===== config.mk =====
export PLATFORM = sky130hd
export DESIGN_NAME = spq_ctrl
export DESIGN_NICKNAME = d
export VERILOG_FILES = /design/src/rtl/core/spq_pkg.sv /design/src/rtl/core/spq_ctrl.sv
export SDC_FILE = /design/constraint.sdc
export NUM_CORES = 1
export LEC_CHECK = 0
export BUFFER_PORTS_ARGS = -buffer_cell sky130_fd_sc_hd__buf_2
export CAP_MARGIN = 10
export CELL_PAD_IN_SITES_DETAIL_PLACEMENT = 0
export CELL_PAD_IN_SITES_GLOBAL_PLACEMENT = 1
export CORE_ASPECT_RATIO = 0.75
export CORE_UTILIZATION = 28
export CTS_CLUSTER_DIAMETER = 150
export DETAILED_ROUTE_END_ITERATION = 6
export PLACE_DENSITY = 0.74
export SYNTH_ARGS = -nofsm -noshare
export SYNTH_HDL_FRONTEND = slang
export SYNTH_SLANG_ARGS = --single-unit

===== constraint.sdc =====
create_clock -name clk -period 2.8 [get_ports clk]
set_clock_uncertainty 0.15 [all_clocks]
set_input_delay 0 -clock clk [delete_from_list [all_inputs] [get_ports clk]]
set_output_delay 0 -clock clk [all_outputs]
set_load 0.03 [all_outputs]

===== src/rtl/core/spq_pkg.sv =====
// spq_pkg: types, codes and defaults shared by the sorted priority queue
// depends on nothing; used by every file in rtl/core by scoped names

package spq_pkg;

    localparam int DEPTH_DEF = 64;
    localparam int VALUE_W   = 32;
    localparam int OCC_W     = 7;

    // req_type codes
    localparam logic REQ_INSERT = 1'b0;
    localparam logic REQ_REMOVE = 1'b1;

    typedef enum logic [1:0] {
        STAT_OK    = 2'd0,
        STAT_EMPTY = 2'd1,
        STAT_FULL  = 2'd2
    } spq_status_t;

    typedef struct packed {
        logic                      req_type;
        logic signed [VALUE_W-1:0] value;
    } spq_req_t;

    typedef struct packed {
        logic signed [VALUE_W-1:0] front_value;
        logic [OCC_W-1:0]          occupancy;
        logic [1:0]                status;
    } spq_rsp_t;

    // broadcast from the controller to every cell of the row
    typedef struct packed {
        logic                      fire;
        logic                      remove;
        logic                      descending;
        logic signed [VALUE_W-1:0] value;
    } spq_bcast_t;

endpackage


===== src/rtl/core/spq_ctrl.sv =====
// spq_ctrl: handshake, entry count, order register and result register
// depends on spq_pkg

module spq_ctrl #(
    parameter int DEPTH = spq_pkg::DEPTH_DEF,
    parameter int CW    = $clog2(DEPTH + 1)
) (
    input  logic                               clk,
    input  logic                               rst_n,
    input  logic                               req_valid,
    output logic                               req_ready,
    input  spq_pkg::spq_req_t                  req,
    output logic                               rsp_valid,
    input  logic                               rsp_ready,
    output spq_pkg::spq_rsp_t                  rsp,
    input  logic                               cfg_we,
    input  logic                               cfg_wdata,
    input  logic signed [spq_pkg::VALUE_W-1:0] front_next,
    output spq_pkg::spq_bcast_t                ctl,
    output logic [CW-1:0]                      count
);

    logic                  count_en;
    logic [CW-1:0]         count_reg;
    logic [CW-1:0]         count_next;
    logic                  desc_reg;
    logic                  rsp_valid_reg;
    logic                  rsp_valid_next;
    spq_pkg::spq_rsp_t     rsp_reg;
    spq_pkg::spq_rsp_t     rsp_next;
    logic                  accept;
    logic                  is_remove;
    logic                  err_empty;
    logic                  err_full;

    assign req_ready = ~rsp_valid_reg | rsp_ready;
    assign accept    = req_valid & req_ready;
    assign is_remove = (req.req_type == spq_pkg::REQ_REMOVE);
    assign err_empty = is_remove & (count_reg == '0);
    assign err_full  = ~is_remove & (count_reg == CW'(DEPTH));

    always_comb
    begin
        ctl.fire       = accept & ~err_empty & ~err_full;
        ctl.remove     = is_remove;
        ctl.descending = desc_reg;
        ctl.value      = req.value;
    end

    assign count_en = ctl.fire;

    always_comb
    begin
        count_next = count_reg;
        if (count_en)
        begin
            count_next = is_remove ? (count_reg - CW'(1)) : (count_reg + CW'(1));
        end
    end

    always_comb
    begin
        rsp_next.front_value = (count_next != '0) ? front_next : '0;
        rsp_next.occupancy   = spq_pkg::OCC_W'(count_next);
        if (err_empty)
        begin
            rsp_next.status = spq_pkg::STAT_EMPTY;
        end
        else if (err_full)
        begin
            rsp_next.status = spq_pkg::STAT_FULL;
        end
        else
        begin
            rsp_next.status = spq_pkg::STAT_OK;
        end
    end

    assign rsp_valid_next = accept | (rsp_valid_reg & ~rsp_ready);

    always_ff @(posedge clk or negedge rst_n)
    begin
        if (!rst_n)
        begin
            count_reg     <= '0;
            desc_reg      <= 1'b0;
            rsp_valid_reg <= 1'b0;
        end
        else
        begin
            count_reg     <= count_next;
            rsp_valid_reg <= rsp_valid_next;
            if (cfg_we)
            begin
                desc_reg <= cfg_wdata;
            end
        end
    end

    always_ff @(posedge clk)
    begin
        if (accept)
        begin
            rsp_reg <= rsp_next;
        end
    end

    assign rsp_valid = rsp_valid_reg;
    assign rsp       = rsp_reg;
    assign count     = count_reg;

endmodule


==> metrics.csv <==
metric;value;unit
Worst Path Arrival;2.71;ns
post-synth cell types;34;
failing checks;negative setup slack;
routed wire length;5980;um
first-pass GRT wire length;8690;um
outcome;complete, but fails checks;
H-tree levels;2;
CORE AREA;8490;um^2
period utilization;101;%
FF-to-FF path depth;8;
Yosys top cell by area;edfxtp_1;
IO Pins;156;
number of flip-flops under the largest register name;41;
actual slew at the worst max-slew pin;0.658;ns
max-slew headroom at the worst pin;55.6;%
Final Hold Fails;0;
port bufs;91;
final core utilization;44.4;%
Post-Route Hold Slack;0.0865;ns
GRT Total Usage;12.5;%
RR Startpoint;count[1];
Vias;1890;
antenna violations before repair;0;
RSZ-0062 raised after global routing;yes;
TritonCTS Buffers;5;
Critical Path Stages;8;
Hold Crit Depth;3;
clk_lat worst skew;0.28;ns
drt via density;4.35;
WL met1;2670;um
Yosys warnings;0;
largest net degree at the start of global routing;42;
vias in the first global route;1842;
Net Count, Synth;262;
routed len/inst;13.8;um
WP buf/inv;2;
crit end category;flop;
Final #Nets;402;
CP top delay family;simple AND/OR/NAND/NOR gates;
Worst-path clk slew;0.06;ns
Pwr Density;811;nW/um^2
Placement Setup Slack;-0.0311;ns
die area;9190;um^2
Area contributors post-synth;edfxtp_1 (50%), buf_4 (11%), dfrtp_1 (9.1%), a21boi_0 (6.1%), a21boi_2 (4.6%);
routed wl met2;2840;um
reg2reg end;rsp[35];
met3 WL post-DR;432;um
Longest Clk Path Bufs;2;
Top Layer Used;met4;
starting density of the core;29.0;%
# DRC;0;
Worst R2R Setup Slack;-0.03;ns
VDD IR max;0.396;mV
die height;83.3;um
Root Buffer;clkbuf_16;
worst-path cell chain;nor4_4 > a311o_1 > mux2_4 > or4b_4 > nor4_4 > buf_6 > buf_12 > a21boi_1;
FP Rows;29;
Critical Path Start Type;flop;
Netlist Area Pre-Place;2470;um^2
Max Cap Viol;0;
Post-synth top flop;edfxtp_1;
layout cell share with drive strength beyond 1;40.8;%
Tmin final;2.83;ns
slowest cell on the critical path;or4b_4;
worst hold path type;in2reg;
drt pass-1 iters;4;
most frequent CP cell;nor4_4;
Worst Setup SP;count[1];
Req. time, crit path;2.68;ns
antenna-violating nets left;0;
clock sink total;50;
fmax;354;MHz
CP max FO;16;
Final Setup Violations;32;
register area share after synthesis;59.1;%
Synth Instances;185;
Async S/R FF share, synth;18.0;%
gr ovfl total;0;
CTS tree;built;
Setup CP Type;reg2reg;
Inserted Diodes;0;
EDFF count, synth;41;
Iteration-0 DRC Markers;34;
#FFs+latches synth;50;
routability congestion estimate;0.770;
Avg Inst Size Synth;13.3;um^2
max-slew violation count;0;
Synth top area share;49.9;%
detailed-placement wirelength estimate;3670;um
max incr delay on CP;0.55;ns
die width;110;um
crit path to;rsp[35];
fin worst setup slack;-0.0266;ns
P&R area growth vs syn;52.9;%
PnR Total Power;0.00306;W
static leakage;1.61;nW
## routing by layer
| metal | track usage (%) | up-vias |
|---|---|---|
| met5 | 0 | - |
| li1 | - | 901 |
| met2 | 21.4 | 101 |
| met3 | 3.77 | 5 |
| met4 | 2.87 | 0 |
| met1 | 15.2 | 883 |
## cell families after synthesis
| group | after synthesis | synth area share (%) |
|---|---|---|
| flip-flops | 50 | 59.1 |
| adder cells (fa/ha/maj) | 6 | 3.35 |
| XOR/XNOR | 6 | 2.13 |
| multiplexers | 2 | 1.07 |
| AND/OR/NAND/NOR | 26 | 5.89 |
| buffers and inverters | 50 | 13.9 |
| AO/OA/AOI/OAI | 45 | 14.6 |
## cells in the mapped netlist, types with 3 or more instances
library cell,n
edfxtp_1,41
buf_4,35
a21boi_0,20
a21boi_2,10
dfrtp_1,9
inv_1,8
nand2_1,8
nor2_1,7
ha_1,5
o21ai_0,5
xnor2_1,5
buf_6,3
clkbuf_1,3
nor3_1,3
## timing repair
action / CTS / global route
buffers inserted: 0 / 2
gates cloned: 0 / 2
endpoints found under the setup margin: 31 / 32
pin swaps: 1 / 2
hold buffers: 70 / 0
hold endpoints to repair: 75 / 0
resized for setup: 3 / 2
## through the flow
stage / instance area (um^2) / TNS, ns / cells
after floorplan: 2480 / -1.24 / 185
after global placement: 2860 / -0.00173 / 352
after detailed placement: 2860 / -0.158 / 352
after CTS: 3710 / -0.129 / 430
after global routing: 3770 / -3.81 / 434
final: 3770 / -0.478 / 434
## how the worst min path moves through the flow
stage | startpoint | to | slack [ns]
after floorplan | rst_n | count[0] | -0.45
after global placement | rst_n | desc_reg | -0.28
after detailed placement | rst_n | desc_reg | -0.28
after CTS | req[32] | rsp[0] | 0.09
after global routing | req[32] | rsp[0] | 0.11
final | req[32] | rsp[0] | 0.09
## final cells by class
type / count / area, um^2
timing repair buffer: 175 / 1310
tap: 108 / 135
clock inverter: 2 / 8.76
inverter: 8 / 30.0
sequential: 50 / 1460
fill: 791 / 4720
multi-input combinational: 85 / 696
clock buffer: 6 / 129
## placed cells by master, fill, tap and decap left out, types with 2 or more instances in the layout
| master | netlist | routed |
|---|---|---|
| buf_2 | 1 | 91 |
| dlygate4sd3_1 | 0 | 70 |
| edfxtp_1 | 41 | 41 |
| a21boi_1 | 2 | 21 |
| a21boi_2 | 10 | 11 |
| buf_4 | 35 | 9 |
| nand2_1 | 8 | 8 |
| inv_1 | 8 | 7 |
| nor2_1 | 7 | 7 |
| clkbuf_16 | 0 | 6 |
| dfrtp_1 | 9 | 6 |
| o21ai_0 | 5 | 5 |
| ha_1 | 5 | 5 |
| xnor2_1 | 5 | 4 |
| nor3_1 | 3 | 3 |
| dfrtp_2 | 0 | 3 |
| nor4_4 | 1 | 2 |
| clkinv_1 | 0 | 2 |
| a211oi_1 | 2 | 2 |
| a21oi_1 | 2 | 2 |
| buf_6 | 3 | 2 |
| buf_12 | 0 | 2 |
## worst min-delay path, cell delays in order
cell and delay (ns):
buf_2 0.15, inv_1 0.12, nor3_1 0.07
## report_power, final
| group | total (W) | switching (W) | leakage, nW | internal (W) |
|---|---|---|---|---|
| Combinational | 0.00142 | 0.000863 | 1.04 | 0.000558 |
| Sequential | 0.00107 | 0.0000944 | 0.496 | 0.000972 |
| Clock | 0.000568 | 0.000241 | 0.0683 | 0.000327 |
Note: power is estimated with default switching activity, not from simulation.
