--- src/rtl/core/spq_pkg.sv ---
// spq_pkg: types, codes and defaults shared by the sorted priority queue
// depends on nothing; used by every file in rtl/core by scoped names

package spq_pkg;

    localparam int DEPTH_DEF = 64;
    localparam int VALUE_W   = 32;
    localparam int OCC_W     = 7;

    // req_type codes
    localparam logic REQ_INSERT = 1'b0;
    localparam logic REQ_REMOVE = 1'b1;

    typedef enum logic [1:0] {
        STAT_OK    = 2'd0,
        STAT_EMPTY = 2'd1,
        STAT_FULL  = 2'd2
    } spq_status_t;

    typedef struct packed {
        logic                      req_type;
        logic signed [VALUE_W-1:0] value;
    } spq_req_t;

    typedef struct packed {
        logic signed [VALUE_W-1:0] front_value;
        logic [OCC_W-1:0]          occupancy;
        logic [1:0]                status;
    } spq_rsp_t;

    // broadcast from the controller to every cell of the row
    typedef struct packed {
        logic                      fire;
        logic                      remove;
        logic                      descending;
        logic signed [VALUE_W-1:0] value;
    } spq_bcast_t;

endpackage

--- src/rtl/core/spq_cell.sv ---
// spq_cell: one slot of the sorted row, holds one entry and compares it
// against the broadcast value; depends on spq_pkg

module spq_cell #(
    parameter int IDX = 0,
    parameter int CW  = 7
) (
    input  logic                               clk,
    input  spq_pkg::spq_bcast_t                ctl,
    input  logic [CW-1:0]                      count,
    input  logic signed [spq_pkg::VALUE_W-1:0] prev_data,
    input  logic signed [spq_pkg::VALUE_W-1:0] next_data,
    input  logic                               keep_here,
    input  logic                               keep_prev,
    output logic signed [spq_pkg::VALUE_W-1:0] data,
    output logic signed [spq_pkg::VALUE_W-1:0] data_next,
    output logic                               stop
);

    logic signed [spq_pkg::VALUE_W-1:0] data_reg;
    logic                               in_use;
    logic                               passes;

    assign in_use = CW'(IDX) < count;

    // new value strictly ahead of this entry under the current order
    assign passes = ctl.descending ? (data_reg < ctl.value) : (ctl.value < data_reg);

    // a held entry that the new value does not pass blocks it here
    assign stop = in_use & ~passes;

    always_comb
    begin
        if (!ctl.fire)
        begin
            data_next = data_reg;
        end
        else if (ctl.remove)
        begin
            data_next = next_data;
        end
        else if (keep_here)
        begin
            data_next = data_reg;
        end
        else if (keep_prev)
        begin
            data_next = ctl.value;
        end
        else
        begin
            data_next = prev_data;
        end
    end

    always_ff @(posedge clk)
    begin
        data_reg <= data_next;
    end

    assign data = data_reg;

endmodule

--- config.mk ---
export PLATFORM = sky130hd
export DESIGN_NAME = spq_cell
export DESIGN_NICKNAME = d
export VERILOG_FILES = /design/src/rtl/core/spq_pkg.sv /design/src/rtl/core/spq_cell.sv
export SDC_FILE = /design/constraint.sdc
export NUM_CORES = 1
export LEC_CHECK = 0
export BUFFER_PORTS_ARGS = -buffer_cell sky130_fd_sc_hd__buf_2
export CELL_PAD_IN_SITES_DETAIL_PLACEMENT = 1
export CELL_PAD_IN_SITES_GLOBAL_PLACEMENT = 2
export CORE_AREA = 2 2 110 112
export DETAILED_ROUTE_END_ITERATION = 16
export DIE_AREA = 0 0 112 114
export GPL_TIMING_DRIVEN = 0
export PLACE_DENSITY = 0.88
export SLEW_MARGIN = 20
export SYNTH_ARGS = -nofsm -noshare
export SYNTH_HDL_FRONTEND = slang
export SYNTH_SLANG_ARGS = --single-unit
--- constraint.sdc ---
create_clock -name clk -period 3.4 [get_ports clk]
set_clock_uncertainty 0.05 [all_clocks]
set_input_delay 0.34 -clock clk [delete_from_list [all_inputs] [get_ports clk]]
set_output_delay 0.34 -clock clk [all_outputs]
set_load 0.02 [all_outputs]
==> run metrics, run 1 <==
status=finished, final reports clean; area leader, netlist=dfxtp_1; multi-input logic area=0.00175 mm^2; largest family of logic cells by synthesized area=compound AO/OA/AOI/OAI gates; max-cap viol count=0; n_diodes=0; critical path capture point type=output pin; ys async rst share=0; most frequent cells after synthesis=inv_1, dfxtp_1, ha_1; layout cells sized above 1=0.394; Layout Nets=635; max FFs per register=32; largest net degree at the start of global routing=11; Worst Setup Slack, final=~0.17 ns; DRT Pass-1 Iters=4; Cell Area, Placed=roughly 0.0036 mm^2; type of the worst setup path=reg -> out; Remaining DRCs=0; Clock Tree Buf Depth=2; core region area=0.0117 mm^2; M1 wire length=approximately 4800 um; R2R cell count=3; Critical Path RT=3.01 ns; Routed Antenna Nets=0; Pwr per Cell Area=436 mW/mm^2; placed cell count=634; Worst Hold Class=in -> reg; Cells after Synth=between 300 and 400; CTS H-tree depth=2; Tmin final=about 3.2 ns; Post-CTS Resized=0; hold path endpoint=data[1]$_DFF_P_; first-pass GRT wire length=16900 um; count leader, synth=inv_1; Setup TNS=0 ns; number of distinct library cells after synthesis=38; final std cells w/o fill=642; met2 WL=roughly 5400 um; DR top layer=met4; top cell type's share of synthesized area=0.246; die area=0.0128 mm^2; port buffer count=170; Leakage=1.94 nW; Slew HR=0.526; post-synthesis compound-gate area fraction=0.300; area share of fa/ha/maj cells after synthesis=0.154; Final Cell Area=~0.0038 mm^2; worst vdd ir=0.000190 V; via count=3092; synthesized net count=about 460; worst reg2reg startpoint=data[3]$_DFF_P_; HPWL Detailed=8860 um; Avg Cell Area, Syn=8.21 um^2; Placer Congestion=0.781; final core utilization=0.323; mux contribution to synthesized area=0.127; final hold viol count=0; Power Total=around 1.7 mW; worst hold slack=0.256 ns; CTS tree=done; Hold Crit Start=next_data[1]; Reg-to-Reg End=data[3]$_DFF_P_; part of the power in combinational logic=0.425; Mapped Area=0.00260 mm^2; internal power=1.01 mW; post-synthesis xor/xnor area fraction=0; worst hold path depth=3; vias in the first global route=between 3000 and 4000; Register Area=641 um^2; Most used DFF post-synth=dfxtp_1; Synth Warn #=0; initial antenna violation count=0; Sink Count=32; via-per-instance ratio=4.82; wire length on met3=647 um; Simple-Gate Fraction of Synth Area=0.0918; flops & latches, synth=32; wire per inst=between 15 and 20 um; ranking of synthesized cells by area=dfxtp_1, ha_1, mux2_2; post-CTS setup buffers=0; endpoints failing setup=0; total wire length=roughly 11000 um; io pins=approximately 170; CTS Root Cell=clkbuf_16; Die Ht=114 um; register share of total power=0.287; EDFF count, synth=0; Initial Utilization=0.222; Die Width=roughly 110 um; Setup crit start kind=flip-flop; area grow syn2layout=45.4%; DRT iter0 DRCs=118; fin crit share=0.949; GRT Total Usage=0.164; sw power=0.645 mW; Num CTS Buffers=5; later-pin clock latency in the skew report=0.27 ns; FILL cells=1503; sequential fraction of the synthesis area=0.246; Max Fclk=310 MHz; pre-CTS WS=approximately 0.45 ns; Sw Ratio=0.390; Clk pwr share=0.288; reg-to-reg slack, setup=2.47 ns; fin. max-slew vios=0; grt total ovfl=0; Clock Pin Slew Worst Setup and Hold Paths=0.06 ns; # rows=40; Worst Path Max Fanout=4; crit path DAT=2.84 ns; hold_buf cts=0; unrepaired setup endpoints after global routing=false; worst slew pin tran=0.711 ns
[cells by family after synthesis]
logic type / count (synthesis)
compound gates: 116
fa+ha+maj: 32
buf+inv: 56
flops: 32
mux: 31
simple gates: 50
[routing by layer]
| layer | global-route usage | up-vias |
|---|---|---|
| met5 | 0 | - |
| met4 | 0.0203 | 0 |
| met3 | 0.0377 | 4 |
| met2 | 0.302 | 105 |
| met1 | 0.200 | 1460 |
| li1 | - | 1523 |
[power by group through the flow]
stage | combinational [mW] | clock [mW] | sequential (mW)
detailed placement | 0.709 | 0 | 0.482
finish | 0.701 | 0.476 | 0.474
global placement | 0.692 | 0 | 0.477
global route | 0.777 | 0.508 | 0.481
CTS | 0.713 | 0.494 | 0.473
floorplan | 0.371 | 0 | 0.542
[worst max-delay path, stage by stage (launching register included)]
cell and delay [ns]:
dfxtp_1 0.37, inv_1 0.08, ha_1 0.31, a21oi_1 0.17
o21a_1 0.14, o2bb2ai_1 0.08, a211o_1 0.31, a2111o_1 0.44
a311o_1 0.36, o31ai_1 0.07, buf_2 0.23
[layout make-up]
cell class | count | area share
plain buffers | 20 | 0.0202
clock buffers | 8 | 0.0387
repair buffers | 170 | 0.225
flip-flops and latches | 32 | 0.169
multi-input cells | 229 | 0.463
well taps | 147 | 0.0486
inverters | 36 | 0.0357
[cell usage in the layout (no fill, tap or decap), types with 2 or more instances in the layout]
cell type / n
clkbuf_16: 5
nor3_1: 3
mux2_2: 16
buf_2: 171
nand2_1: 24
nor2b_1: 2
o21ai_1: 10
a2bb2oi_1: 16
mux2i_1: 15
nand4_1: 5
a22o_1: 15
ha_1: 32
a211oi_1: 3
nor2_1: 5
nor4_1: 2
or2_2: 2
nand3_1: 2
a21oi_1: 13
dfxtp_1: 32
o21ai_0: 31
inv_1: 36
clkbuf_1: 20
a22oi_1: 17
o211ai_1: 2
[worst max path at each step]
stage	startpoint	to	slack [ns]	cells after the start
after CTS	data[11]$_DFF_P_	stop	0.16	10
final	data[11]$_DFF_P_	stop	0.17	10
after global routing	data[15]$_DFF_P_	stop	0.001	10
after detailed placement	ctl[11]	stop	0.45	10
after global placement	ctl[13]	stop	0.50	10
after floorplan	data[15]$_DFF_P_	stop	0.69	8
Power figures use the tool's default switching activity.
==> run 2, diff against run 1 <==
--- a/config.mk
+++ b/config.mk
@@ -8,11 +8,11 @@
 export BUFFER_PORTS_ARGS = -buffer_cell sky130_fd_sc_hd__buf_2
 export CELL_PAD_IN_SITES_DETAIL_PLACEMENT = 1
 export CELL_PAD_IN_SITES_GLOBAL_PLACEMENT = 2
-export CORE_AREA = 2 2 110 112
+export CORE_AREA = 2 2 112 114
 export DETAILED_ROUTE_END_ITERATION = 16
-export DIE_AREA = 0 0 112 114
+export DIE_AREA = 0 0 114 116
 export GPL_TIMING_DRIVEN = 0
-export PLACE_DENSITY = 0.88
+export PLACE_DENSITY = 0.86
 export SLEW_MARGIN = 20
 export SYNTH_ARGS = -nofsm -noshare
 export SYNTH_HDL_FRONTEND = slang
==> constraint.sdc (replaced) <==
create_clock -name clk -period 3.5 [get_ports clk]
set_clock_uncertainty 0.05 [all_clocks]
set_input_delay 0.35 -clock clk [delete_from_list [all_inputs] [get_ports clk]]
set_output_delay 0.35 -clock clk [all_outputs]
set_load 0.02 [all_outputs]
==> run metrics, run 2 (synthesis results as in run 1) <==
crit-path cells=inv_1 > ha_1 > a21oi_1 > o21a_1 > o2bb2ai_1 > a211o_1 > a2111o_1 > a311o_1 > o31ai_1 > buf_2; GR peak layer=met2; worst vdd ir=0.000177 V; met3 track demand over resource=0.0397; CP max stage cell=a2111o_1; Max Fclk=317 MHz; hold_buf cts=0; via-per-instance ratio=4.86; fin crit share=0.902; Final Cell Area=0.00380 mm^2; GRT Total Usage=0.162; post-CTS setup buffers=0; multi-input logic area=0.00175 mm^2; final hold viol count=0; DRT Pass-1 Iters=4; HPWL Detailed=9030 um; # rows=40; Register Area=about 640 um^2; worst hold path depth=3; R2R cell count=3; Reg-to-Reg End=data[12]$_DFF_P_; grt total ovfl=0; critical path capture point type=output pin; Die Ht=116 um; Worst Hold Class=in -> reg; hold path endpoint=data[1]$_DFF_P_; n_diodes=0; Routed Antenna Nets=0; Cell Area, Placed=0.00364 mm^2; FILL cells=1492; max FFs per register=32; leading cell type in the layout, fill and taps excluded=buf_2; Die Width=114 um; Slew HR=0.532; unrepaired setup endpoints after global routing=false; Layout Nets=635; Clock Tree Buf Depth=2; Pwr per Cell Area=436 mW/mm^2; type of the worst setup path=reg -> out; crit path DAT=2.76 ns; Power Total=1.66 mW; Remaining DRCs=0; wire per inst=17.0 um; Initial Utilization=0.219; Setup TNS=0 ns; max-cap viol count=0; CTS tree=done; initial antenna violation count=0; layout cells sized above 1=0.396; M2 GR Usage=0.305; die area=0.0132 mm^2; total wire length=10900 um; later-pin clock latency in the skew report=0.28 ns; vias in the first global route=~3300; Clock Pin Slew Worst Setup and Hold Paths=0.06 ns; io pins=roughly 170; Post-CTS Resized=0; reg-to-reg slack, setup=2.56 ns; GRT met1 Usage=0.185; core region area=about 0.012 mm^2; CTS H-tree depth=2; status=finished, final reports clean; Tmin final=3.16 ns; endpoints failing setup=0; Hold Crit Start=next_data[1]; area grow syn2layout=46.0%; port buffer count=between 150 and 200; Worst Path Max Fanout=4; worst reg2reg startpoint=data[12]$_DFF_P_; worst slew pin tran=0.702 ns; CTS Root Cell=clkbuf_16; Num CTS Buffers=5; Slowest Stage Delay on Critical Path=0.43 ns; Critical Path RT=between 3 and 4 ns; DRT iter0 DRCs=83; most frequent cells in the layout=buf_2, inv_1, ha_1, dfxtp_1, o21ai_0; Setup crit start kind=flip-flop; fin. max-slew vios=0; via count=3119; largest net degree at the start of global routing=11; CP top delay family=compound AO/OA/AOI/OAI gates; Leakage=1.95 nW; WP buf/inv=2; final core utilization=0.319; first-pass GRT wire length=roughly 17000 um; Sink Count=32; worst hold slack=0.271 ns; Placer Congestion=0.767
run 2: worst max-delay path by stage:
stage,start,end,slack [ns],depth (start not counted)
2_1_floorplan,data[15]$_DFF_P_,stop,0.78,8
4_1_cts,data[15]$_DFF_P_,stop,0.32,10
3_3_place_gp,ctl[15],stop,0.60,10
3_5_place_dp,ctl[15],stop,0.56,10
6_report,data[11]$_DFF_P_,stop,0.34,10
5_1_grt,data[15]$_DFF_P_,stop,0.15,9
run 2: report_power, final:
group / internal [mW] / switching, mW
combinational: 0.275 / 0.406
clock: 0.336 / 0.184
sequential: 0.419 / 0.0404
run 2: per-stage QoR:
| stage | std cells | worst slack [ns] |
|---|---|---|
| after detailed placement | 634 | 0.556 |
| after global placement | 634 | 0.595 |
| after CTS | 642 | 0.316 |
| after global routing | 642 | 0.152 |
| after floorplan | 317 | 0.782 |
| final | 642 | 0.342 |
run 2: layout make-up:
type,instances,area share
repair buffers,170,0.224
multi-input cells,229,0.461
plain buffers,20,0.0201
flip-flops and latches,32,0.168
well taps,147,0.0484
inverters,36,0.0355
clock inverters,2,0.00921
clock buffers,6,0.0339
run 2: per-layer routing:
layer	vias up	part of all wire
li1	1526	-
met1	1482	0.42
met2	104	0.51
met3	7	0.062
met4	0	0.0083
met5	-	0
run 2: worst min-delay path: stages:
cell	delay, ns
buf_2	0.07
a2bb2oi_1	0.05
o21ai_0	0.09
